===== config.mk =====
export PLATFORM = sky130hd
export DESIGN_NAME = rot_cmd_fifo
export DESIGN_NICKNAME = d
export VERILOG_FILES = /design/src/sv/rot_pkg.sv /design/src/sv/rot_cmd_fifo.sv
export SDC_FILE = /design/constraint.sdc
export NUM_CORES = 1
export LEC_CHECK = 0
export BUFFER_PORTS_ARGS = -buffer_cell sky130_fd_sc_hd__buf_2
export CORE_AREA = 2 2 102 144
export CTS_BUF_LIST = sky130_fd_sc_hd__clkbuf_4 sky130_fd_sc_hd__clkbuf_8
export CTS_CLUSTER_DIAMETER = 40
export DETAILED_ROUTE_END_ITERATION = 10
export DIE_AREA = 0 0 104 146
export GPL_TIMING_DRIVEN = 1
export PLACE_DENSITY_LB_ADDON = 0.3
export SYNTH_ARGS = -nofsm -noshare
export SYNTH_HDL_FRONTEND = slang
export SYNTH_SLANG_ARGS = --single-unit

===== constraint.sdc =====
create_clock -name clk_i -period 2.3 [get_ports clk_i]
set_input_delay 0.46 -clock clk_i [delete_from_list [all_inputs] [get_ports clk_i]]
set_output_delay 0.46 -clock clk_i [all_outputs]
set_load 0.02 [all_outputs]

===== src/sv/rot_pkg.sv =====
`timescale 1ns / 1ps

package rot_pkg;

  localparam int MaxSide    = 64;
  localparam int PixelBits  = 32;
  localparam int StoreDepth = MaxSide * MaxSide;
  localparam int AddrW      = $clog2(StoreDepth);
  localparam int CntW       = AddrW + 1;
  localparam int PosW       = $clog2(MaxSide);
  localparam int CfgDataW   = 7;
  localparam int CfgIdxW    = 2;
  localparam int QueueDepth = 4;
  localparam int QPtrW      = $clog2(QueueDepth);
  localparam int QCntW      = QPtrW + 1;

  typedef enum logic [CfgIdxW-1:0] {
    RegSrcWidth  = 2'd0,
    RegSrcHeight = 2'd1
  } cfg_reg_e;

  typedef enum logic {
    ModeLoad  = 1'b0,
    ModeFetch = 1'b1
  } mode_e;

  // one memory operation for the back end
  typedef struct packed {
    logic                 wr;
    logic [AddrW-1:0]     addr;
    logic [PixelBits-1:0] data;
    logic                 last;
    logic                 not_ready;
  } cmd_t;

endpackage


===== src/sv/rot_cmd_fifo.sv =====
`timescale 1ns / 1ps

module rot_cmd_fifo (
  input  logic          clk_i,
  input  logic          rst_ni,
  input  logic          push_i,
  input  rot_pkg::cmd_t cmd_i,
  input  logic          pop_i,
  output logic          full_o,
  output logic          empty_o,
  output rot_pkg::cmd_t head_o
);
  import rot_pkg::*;

  cmd_t             mem_q [QueueDepth];
  logic [QPtrW-1:0] wr_ptr_q, rd_ptr_q;
  logic [QCntW-1:0] cnt_q, cnt_d;
  logic             do_push, do_pop;

  assign full_o  = cnt_q == QCntW'(QueueDepth);
  assign empty_o = cnt_q == '0;
  assign head_o  = mem_q[rd_ptr_q];
  assign do_push = push_i && !full_o;
  assign do_pop  = pop_i && !empty_o;

  always_comb begin
    cnt_d = cnt_q;
    if (do_push && !do_pop) cnt_d = cnt_q + QCntW'(1);
    else if (!do_push && do_pop) cnt_d = cnt_q - QCntW'(1);
  end

  always_ff @(posedge clk_i) begin
    if (do_push) mem_q[wr_ptr_q] <= cmd_i;
  end

  always_ff @(posedge clk_i or negedge rst_ni) begin
    if (!rst_ni) begin
      wr_ptr_q <= '0;
      rd_ptr_q <= '0;
      cnt_q    <= '0;
    end else begin
      if (do_push) wr_ptr_q <= wr_ptr_q + QPtrW'(1);
      if (do_pop) rd_ptr_q <= rd_ptr_q + QPtrW'(1);
      cnt_q <= cnt_d;
    end
  end

endmodule


==> flow_metrics.tcl <==
set metrics [dict create \
    status "finished with violations" \
    violations "negative setup slack" \
    antenna_found_initial 1 \
    required_ns 1.84 \
    cp.arrival_ns 1.89 \
    pre_cts_slack_ns 0.116 \
    port_buffers 99 \
    yosysMostFrequentCell "edfxtp_1" \
    netlist_area_um2 7220 \
    p_sw_w 0.00359 \
    initial_core_util 0.524 \
    synth_commonest_cells "188 x edfxtp_1, 45 x mux4_2, 7 x dfrtp_1" \
    cts-htree-levels 4 \
    relSlewSlack 0.809 \
    yosysSeqAreaShare 0.806 \
    drc_errors 0 \
    yosys-top-cells-area "edfxtp_1 78%, mux4_2 14%, dfrtp_1 2.4%" \
    dieWidth_um 104 \
    ys.flop_type "edfxtp_1" \
    area_growth_pct 17.7 \
    syn-num-nets 339 \
    hold_class "in2reg" \
    cts-root-buf "clkbuf_8" \
    clk_latency_ns 0.45 \
    drv_cap 0 \
    ir_worst_vdd_mv 0.676 \
    ys_ff_latch 195 \
    synthCells 282 \
    intPower_w 0.00735 \
    cts_inserted_buffers 17 \
    hpwl_um 7810 \
    drtIter0Drc 184 \
    via_count 3273 \
    drt-total-wl_um 12200 \
    grt_max_degree 32 \
    vias_per_cell 5.39 \
    critPathCaptureType "primary output" \
    drive_gt1_frac 0.491 \
    max_freq_mhz 426 \
    startpoint_type "flip-flop" \
    grt_pass1_vias 3560 \
    die_y_um 146 \
    dieArea_um2 15200 \
    worstMarginPinSlew_ns 0.286 \
    grt_first_pass_wirelength_um 19500 \
    maxSlewViolCount 0 \
    ant_nets 0 \
    synthArstFlopShare 0.0359 \
    antennaDiodeCount 0 \
    clock_path_buffers 2 \
    clock_power_share 0.192 \
    switching_share 0.328 \
    setup_viol 14 \
    netlist-cell-type-count 22 \
    finalSetupTns_ns -0.222 \
    finClkSkew_ns 0.0130 \
    pin_count 100 \
    synth_edf_count 188 \
    cts_sinks 195 \
    fin_crit_ns 2.35 \
    p_total_w 0.0109 \
    dr.pass1.iters 4 \
    p_leak_nw 2.95 \
    path_class "reg2out" \
    p_seq_frac 0.450 \
    finalCritPeriodShare 1.02 \
    cts.reportedPaths.clkPinSlew_ns 0.10 \
    layout.nets 466 \
    power_density_nw_per_um2 1290 \
    core_um2 13800 \
    cts_tree "done" \
    grt_overflow 0 \
    grt.total_usage 0.172 \
    setup_ws_ns -0.0467 \
    syn_area_per_cell_um2 25.6 \
    critPathMaxFanout 15 \
    final_core_util 0.617 \
    nFillCells 1006 \
    synth_warnings 0 \
    gp_congestion 0.703 \
    hold_viol 0 \
    comb_power_share 0.359 \
    synth_top_area_share 0.782 \
    grt_setup_unrepaired "true" \
    synth_top_area_cell "edfxtp_1" \
    rows 51 \
    avgRoutedWirePerCell_um 20.1 \
]
what timing repair did:
item                       CTS  global route
gates cloned                 0             0
setup endpoints to repair   42            48
setup buffers                2             0
hold endpoints to repair     7             0
resized for setup            6            10
hold buffers                 1             0
critical path: stages (launching register included):
cell and delay (ns):
dfrtp_4 0.51, buf_12 0.20, mux4_1 0.56, buf_2 0.18
cell usage in the layout, fill, tap and decap left out, types with 2 or more instances in the layout:
cell type,instances
clkbuf_8,17
dfrtp_2,2
ha_1,5
buf_2,92
mux2_2,2
clkinvlp_4,2
inv_6,6
xnor2_1,4
and2_2,4
mux4_2,45
clkinv_4,3
dfrtp_1,4
mux4_1,2
buf_12,4
buf_6,7
edfxtp_1,188
inv_1,4
xor2_1,2
buf_4,16
cell families (layout without fill, tap and decap cells):
family        after synthesis  in the layout  synth area share
simple gates               10             10           0.00866
xor+xnor                    6              6           0.00728
fa+ha+maj                   6              6            0.0114
buf+inv                    16            156            0.0161
mux                        49             49             0.151
flops                     195            195             0.806
cell type report:
| type | instances | area (um2) | area share |
|---|---|---|---|
| timing repair buffer | 120 | 749 | 0.0882 |
| tap | 185 | 231 | 0.0272 |
| clock buffer | 18 | 241 | 0.0284 |
| sequential | 195 | 5830 | 0.686 |
| inverter | 4 | 15.0 | 0.00177 |
| multi-input combinational | 71 | 1290 | 0.152 |
| clock inverter | 14 | 140 | 0.0165 |
sequential cells by signal, summed over array words and instances, names as in the netlist:
register,flops
mem_q,188
cnt_q,3
rd_ptr_q,2
wr_ptr_q,2
stage by stage:
step	cell area (um2)	cells	hold WS [ns]
after floorplan	7230	282	0.164
after global placement	8040	572	0.301
after detailed placement	8040	572	0.311
after CTS	8470	607	0.193
after global routing	8500	607	0.190
final	8500	607	0.221
per-layer routing:
layer / GRT usage / vias to the layer above / part of all wire
met5: 0 / - / 0.00082
met4: 0.0615 / 2 / 0.016
met3: 0.0394 / 18 / 0.042
met2: 0.302 / 91 / 0.55
met1: 0.211 / 1715 / 0.39
li1: - / 1447 / -
power groups by stage:
stage	Clock [W]	Sequential, W	Combinational [W]
after floorplan	0	0.00490	0.00270
after global placement	0	0.00497	0.00378
after detailed placement	0	0.00504	0.00382
after CTS	0.00216	0.00493	0.00394
after global routing	0.00229	0.00499	0.00419
final	0.00209	0.00492	0.00393
worst paths after layout:
path | start | endpoint | slack (ns) | cells after the start
worst min register to register | cnt_q[2]$_DFFE_PN0P_ | cnt_q[2]$_DFFE_PN0P_ | 0.51 | 1
worst max-delay path | rd_ptr_q[0]$_DFFE_PN0P_ | head_o[43] | -0.05 | 3
worst min-delay path | cmd_i[41] | mem_q[2][41]$_DFFE_PP_ | 0.22 | 1
min in group asynchronous | rst_ni | cnt_q[2]$_DFFE_PN0P_ | 0.36 | 2
max in group asynchronous | rst_ni | rd_ptr_q[0]$_DFFE_PN0P_ | 1.74 | 2
worst max register to register | cnt_q[0]$_DFFE_PN0P_ | cnt_q[2]$_DFFE_PN0P_ | 0.15 | 8
(Power assumes the default switching activity.)
