`src/sv/rot_pkg.sv`:
```
`timescale 1ns / 1ps

package rot_pkg;

  localparam int MaxSide    = 64;
  localparam int PixelBits  = 32;
  localparam int StoreDepth = MaxSide * MaxSide;
  localparam int AddrW      = $clog2(StoreDepth);
  localparam int CntW       = AddrW + 1;
  localparam int PosW       = $clog2(MaxSide);
  localparam int CfgDataW   = 7;
  localparam int CfgIdxW    = 2;
  localparam int QueueDepth = 4;
  localparam int QPtrW      = $clog2(QueueDepth);
  localparam int QCntW      = QPtrW + 1;

  typedef enum logic [CfgIdxW-1:0] {
    RegSrcWidth  = 2'd0,
    RegSrcHeight = 2'd1
  } cfg_reg_e;

  typedef enum logic {
    ModeLoad  = 1'b0,
    ModeFetch = 1'b1
  } mode_e;

  // one memory operation for the back end
  typedef struct packed {
    logic                 wr;
    logic [AddrW-1:0]     addr;
    logic [PixelBits-1:0] data;
    logic                 last;
    logic                 not_ready;
  } cmd_t;

endpackage

```
`src/sv/rot_front.sv`:
```
`timescale 1ns / 1ps

module rot_front (
  input  logic                           clk_i,
  input  logic                           rst_ni,
  input  logic                           cfg_valid_i,
  input  logic [rot_pkg::CfgIdxW-1:0]    cfg_index_i,
  input  logic [rot_pkg::CfgDataW-1:0]   cfg_data_i,
  input  logic                           item_valid_i,
  input  logic                           item_mode_i,
  input  logic [rot_pkg::PixelBits-1:0]  item_pixel_i,
  input  logic                           full_i,
  output logic                           item_ready_o,
  output logic                           push_o,
  output rot_pkg::cmd_t                  cmd_o
);
  import rot_pkg::*;

  localparam int SideW = CfgDataW;
  localparam int ProdW = 2 * SideW;

  logic [SideW-1:0] src_w_q, src_w_d, src_h_q, src_h_d;
  logic [CntW-1:0]  load_cnt_q, load_cnt_d;
  logic [PosW-1:0]  col_q, col_d, row_q, row_d;
  logic             loaded_q, loaded_d;

  logic [SideW-1:0] w, h, src_row;
  logic [ProdW-1:0] total, row_base;
  logic [CntW-1:0]  cnt_inc;
  logic             accept, last_col, last_row, cfg_hit;
  mode_e            mode;

  function automatic logic [SideW-1:0] clamp_side(input logic [SideW-1:0] v);
    logic [SideW-1:0] r;
    r = v;
    if (v == '0) r = SideW'(1);
    else if (v > SideW'(MaxSide)) r = SideW'(MaxSide);
    return r;
  endfunction

  assign w        = clamp_side(src_w_q);
  assign h        = clamp_side(src_h_q);
  assign total    = ProdW'(w) * ProdW'(h);
  assign cnt_inc  = load_cnt_q + CntW'(1);
  assign last_col = (SideW'(col_q) + SideW'(1)) == h;
  assign last_row = (SideW'(row_q) + SideW'(1)) == w;
  assign src_row  = h - SideW'(1) - SideW'(col_q);
  assign row_base = ProdW'(src_row) * ProdW'(w);

  // a register write takes the cycle; the input waits
  assign mode         = mode_e'(item_mode_i);
  assign item_ready_o = !full_i && !cfg_valid_i;
  assign accept       = item_valid_i && item_ready_o;

  always_comb begin
    src_w_d    = src_w_q;
    src_h_d    = src_h_q;
    load_cnt_d = load_cnt_q;
    col_d      = col_q;
    row_d      = row_q;
    loaded_d   = loaded_q;
    push_o     = 1'b0;
    cfg_hit    = 1'b0;
    cmd_o      = '0;

    if (cfg_valid_i) begin
      unique case (cfg_index_i)
        RegSrcWidth: begin
          src_w_d = cfg_data_i;
          cfg_hit = 1'b1;
        end
        RegSrcHeight: begin
          src_h_d = cfg_data_i;
          cfg_hit = 1'b1;
        end
        default: ;
      endcase
    end

    if (cfg_hit) begin
      load_cnt_d = '0;
      col_d      = '0;
      row_d      = '0;
      loaded_d   = 1'b0;
    end else if (accept) begin
      unique case (mode)
        ModeLoad: begin
          if (!loaded_q) begin
            push_o     = 1'b1;
            cmd_o.wr   = 1'b1;
            cmd_o.addr = load_cnt_q[AddrW-1:0];
            cmd_o.data = item_pixel_i;
            load_cnt_d = cnt_inc;
            loaded_d   = ProdW'(cnt_inc) >= total;
          end
        end
        ModeFetch: begin
          push_o = 1'b1;
          if (!loaded_q) begin
            cmd_o.not_ready = 1'b1;
          end else begin
            cmd_o.addr = AddrW'(row_base + ProdW'(row_q));
            cmd_o.last = last_col && last_row;
            if (last_col && last_row) begin
              load_cnt_d = '0;
              col_d      = '0;
              row_d      = '0;
              loaded_d   = 1'b0;
            end else if (last_col) begin
              col_d = '0;
              row_d = row_q + PosW'(1);
            end else begin
              col_d = col_q + PosW'(1);
            end
          end
        end
        default: ;
      endcase
    end
  end

  always_ff @(posedge clk_i or negedge rst_ni) begin
    if (!rst_ni) begin
      src_w_q    <= SideW'(MaxSide);
      src_h_q    <= SideW'(MaxSide);
      load_cnt_q <= '0;
      col_q      <= '0;
      row_q      <= '0;
      loaded_q   <= 1'b0;
    end else begin
      src_w_q    <= src_w_d;
      src_h_q    <= src_h_d;
      load_cnt_q <= load_cnt_d;
      col_q      <= col_d;
      row_q      <= row_d;
      loaded_q   <= loaded_d;
    end
  end

endmodule

```
`config.mk`:
```
export PLATFORM = sky130hd
export DESIGN_NAME = rot_front
export DESIGN_NICKNAME = d
export VERILOG_FILES = /design/src/sv/rot_pkg.sv /design/src/sv/rot_front.sv
export SDC_FILE = /design/constraint.sdc
export NUM_CORES = 1
export LEC_CHECK = 0
export BUFFER_PORTS_ARGS = -buffer_cell sky130_fd_sc_hd__buf_2
export CAP_MARGIN = 20
export CORE_UTILIZATION = 55
export DETAILED_ROUTE_END_ITERATION = 7
export PLACE_DENSITY_LB_ADDON = 0.2
export SLEW_MARGIN = 15
export SYNTH_ARGS = -nofsm -noshare
export SYNTH_HDL_FRONTEND = slang
export SYNTH_SLANG_ARGS = --single-unit
```
`constraint.sdc`:
```
create_clock -name clk_i -period 20.1 [get_ports clk_i]
set_input_delay 5.025 -clock clk_i [delete_from_list [all_inputs] [get_ports clk_i]]
set_output_delay 5.025 -clock clk_i [all_outputs]
set_load 0.1 [all_outputs]
```
==> impl_metrics.csv <==
group,metric,value,unit
outcome,status,"completed",
clock_network,hold_buffers,0,
synth,synth_area,6350,um^2
floorplan,die_h,109,um
synth,synth-main-ff-cell,"dfrtp_1",
critical_path,cp.required,15.07,ns
clock_network,cts_setup_buffers,0,
critical_path,r2r_slack,12.84,ns
critical_path,critical_path_arrival,7.36,ns
critical_path,cp_slowest_stage_delay,0.72,ns
power,swShare,0.508,
sta,setup-violations-final,0,
power,p_seq_frac,0.144,
detailed_routing,drc,0,
clock_network,clk_latency,0.29,ns
floorplan,fp-row-count,38,
placement,port_buffers,95,
global_route,grt.total_usage,0.270,
critical_path,worst-path-buf-inv,7,
clock_network,clock_sinks,40,
cells_and_area,syn_to_final_growth,10.9,%
detailed_routing,vias_per_cell,5.61,
synth,synth.area.mux_share,0.0280,
cells_and_area,drive_above_1_share,0.156,
synth,syn-num-nets,934,
floorplan,start_util,0.575,
synth,synth_top_family_by_area,"adder cells",
detailed_routing,drtAntennaViolNets,0,
clock_network,clockBufferDepth,2,
floorplan,dieArea,12000,um^2
synth,synth-compound-area-share,0.129,
sta,slew_headroom,0.308,
synth,synth-seq-cells,40,
synth,async_flop_share,1.00,
global_route,grtUsageMet1,0.369,
critical_path,critPathCaptureType,"output port",
power,clockPowerShare,0.107,
global_route,grt-ovfl-total,0,
detailed_routing,vias,5428,
sta,worstMarginPinSlew,1.04,ns
global_route,grt_start_max_net_pins,56,
sta,rsz0062_at_grt,"false",
global_route,use_met2,0.451,
critical_path,path_delay_family,"adder cells",
power,power_density,106,nW/um^2
sta,tns,0,ns
power,combPwrFrac,0.749,
clock_network,cts_resized,0,
placement,dp_hpwl,12500,um
critical_path,cpMostUsedCell,"inv_1",
power,cell_internal_pwr,0.366,mW
sta,finalHoldViolCount,0,
global_route,grt-busiest-layer,"met2",
global_route,grt_antenna_before_repair,0,
global_route,grt_pass1_wl,25200,um
synth,synth_edf_count,0,
power,p_switching,0.378,mW
global_route,globalRouteMet3Util,0.0219,
cells_and_area,antenna_cells,0,
synth,ys_warn_count,0,
floorplan,io_pins,96,
synth,ys_seq_area_frac,0.158,
global_route,grt_pass1_vias,5323,
placement,routabilityCongestion,0.968,
synth,syn_avg_cell_area,8.45,um^2
critical_path,critical_path_class,"reg -> out",
clock_network,clk_pin_slew,0.06,ns
sta,whs,0.520,ns
sta,period_needed,12.39,ns
critical_path,cpMaxStageDelayCell,"dfstp_2",
clock_network,cts_tree,"yes",
clock_network,cts-root-buf,"clkbuf_16",
floorplan,die_w,109,um
synth,yosys.area_share.adder,0.332,
min_path,hp-class,"reg -> reg",
synth,synth_cell_types,54,
power,p_leak,3.70,nW
synth,synthCells,751,
floorplan,core-area,11000,um^2
run,drv_cap,0,
detailed_routing,drt_first_pass_iters,5,
critical_path,critPathMaxFanout,17,
synth,synth-simple-area-share,0.205,
power,ir_drop,0.145,mV
detailed_routing,wirelength,15200,um
sta,max_freq,80.7,MHz
sta,skew,0.00342,ns
sta,slew_violations,0,
clock_network,ctsHtreeMaxLevel,2,
detailed_routing,drt-initial-drc-count,259,
sta,min_period_over_period,0.616,
detailed_routing,avgRoutedWirePerCell,15.7,um
synth,synth_xor_area_frac,0.0753,
cells_and_area,finish.net_count,1011,
clock_network,numCtsBuffers,5,
critical_path,startpoint_type,"flop",
## worst reg2reg max path: stages, from the launching register on
cell	delay [ns]
dfrtp_1	0.43
or4_1	0.54
nor2_1	0.13
nor2_1	0.06
nor2_1	0.38
nand2_1	0.16
fa_1	0.55
fa_1	0.55
inv_1	0.05
fa_1	0.52
inv_1	0.05
fa_1	0.53
inv_1	0.04
ha_1	0.34
a21o_1	0.18
a21o_1	0.20
a31oi_1	0.28
mux2i_1	0.11
a2111oi_0	0.62
ha_1	0.37
a211oi_1	0.27
nand2_1	0.15
a211oi_1	0.22
or4_1	0.16
o21ai_0	0.08
o2bb2ai_1	0.16
## logic make-up after synthesis
group           Yosys count
fa+ha+maj               136
buf+inv                 120
flops                    40
simple gates            257
mux                      16
xor+xnor                 53
compound gates          129
## routing by layer
metal  wire (um)  share of wire
met5           0              0
met4         393          0.026
met3         612          0.040
met2        7510           0.49
met1        6670           0.44
## state kept, by name, summed over array words and instances, names as in the netlist
name        cells
col_q           6
src_h_q         7
load_cnt_q     13
row_q           6
src_w_q         7
loaded_q        1
## placed cells by master (no fill, tap or decap), types with 5 or more instances in the layout
master and count:
nand3_1 16, dfrtp_1 38, o21ai_0 44, inv_1 93
a211oi_1 7, nand2b_1 15, mux2_2 14, nor3_1 7
fa_1 54, buf_2 95, and3_1 8, and2_1 54
xor2_1 17, xnor2_1 35, a21o_1 12, a22o_1 10
o21bai_1 9, ha_1 82, clkbuf_16 5, nand2_1 58
nor2_1 72, nor2b_1 10, a21oi_1 24
## through the flow
step / total power, mW / instance area (um^2) / util / setup WS (ns) / instances
after floorplan: 0.541 / 6350 / - / 5.46 / 751
after global placement: 0.647 / 6900 / 0.625 / 8.07 / 961
after detailed placement: 0.669 / 6900 / 0.626 / 7.95 / 961
after CTS: 0.755 / 7040 / 0.638 / 7.74 / 968
after global routing: 0.837 / 7040 / 0.638 / 7.28 / 968
final: 0.744 / 7040 / 0.638 / 7.71 / 968
## final timing paths
kind,startpoint,endpoint,depth (start not counted)
max reg2reg,src_w_q[3],loaded_q,25
max,src_h_q[6],cmd_o[45],26
min,src_h_q[0],src_h_q[0],1
max in group asynchronous,rst_ni,src_h_q[3],1
min in group asynchronous,rst_ni,load_cnt_q[9],1
min reg2reg,src_h_q[0],src_h_q[0],1
## cell type report
| type | instances | area, um^2 |
|---|---|---|
| Clock buffer | 5 | 125 |
| Clock inverter | 2 | 12.5 |
| Fill cell | 944 | 3990 |
| Inverter | 94 | 355 |
| Multi-Input combinational cell | 591 | 4890 |
| Sequential cell | 40 | 1000 |
| Tap cell | 140 | 175 |
| Timing Repair Buffer | 96 | 483 |
## power by group through the flow
stage	clock [mW]	combinational [mW]	sequential (mW)
global placement	0	0.540	0.107
global route	0.0828	0.646	0.108
finish	0.0796	0.558	0.107
floorplan	0	0.442	0.0989
detailed placement	0	0.561	0.108
CTS	0.0813	0.567	0.106
## cells in the mapped netlist (8+ instances only)
library cell	n	share of area
nand3_1	16	0.013
mux2_2	14	0.025
o21bai_1	9	0.011
o21ai_0	44	0.035
a211oi_1	8	0.0095
clkbuf_1	22	0.013
a21o_1	12	0.014
dfrtp_1	38	0.15
xnor2_1	35	0.048
nand2_1	58	0.034
ha_1	82	0.16
nand2b_1	15	0.015
nor2b_1	10	0.0099
xor2_1	17	0.023
fa_1	54	0.17
a21oi_1	24	0.019
nor2_1	72	0.043
and2_1	54	0.053
and3_1	8	0.0079
inv_1	93	0.055
a22o_1	10	0.014
No activity file was read; power rests on OpenSTA's default activity.
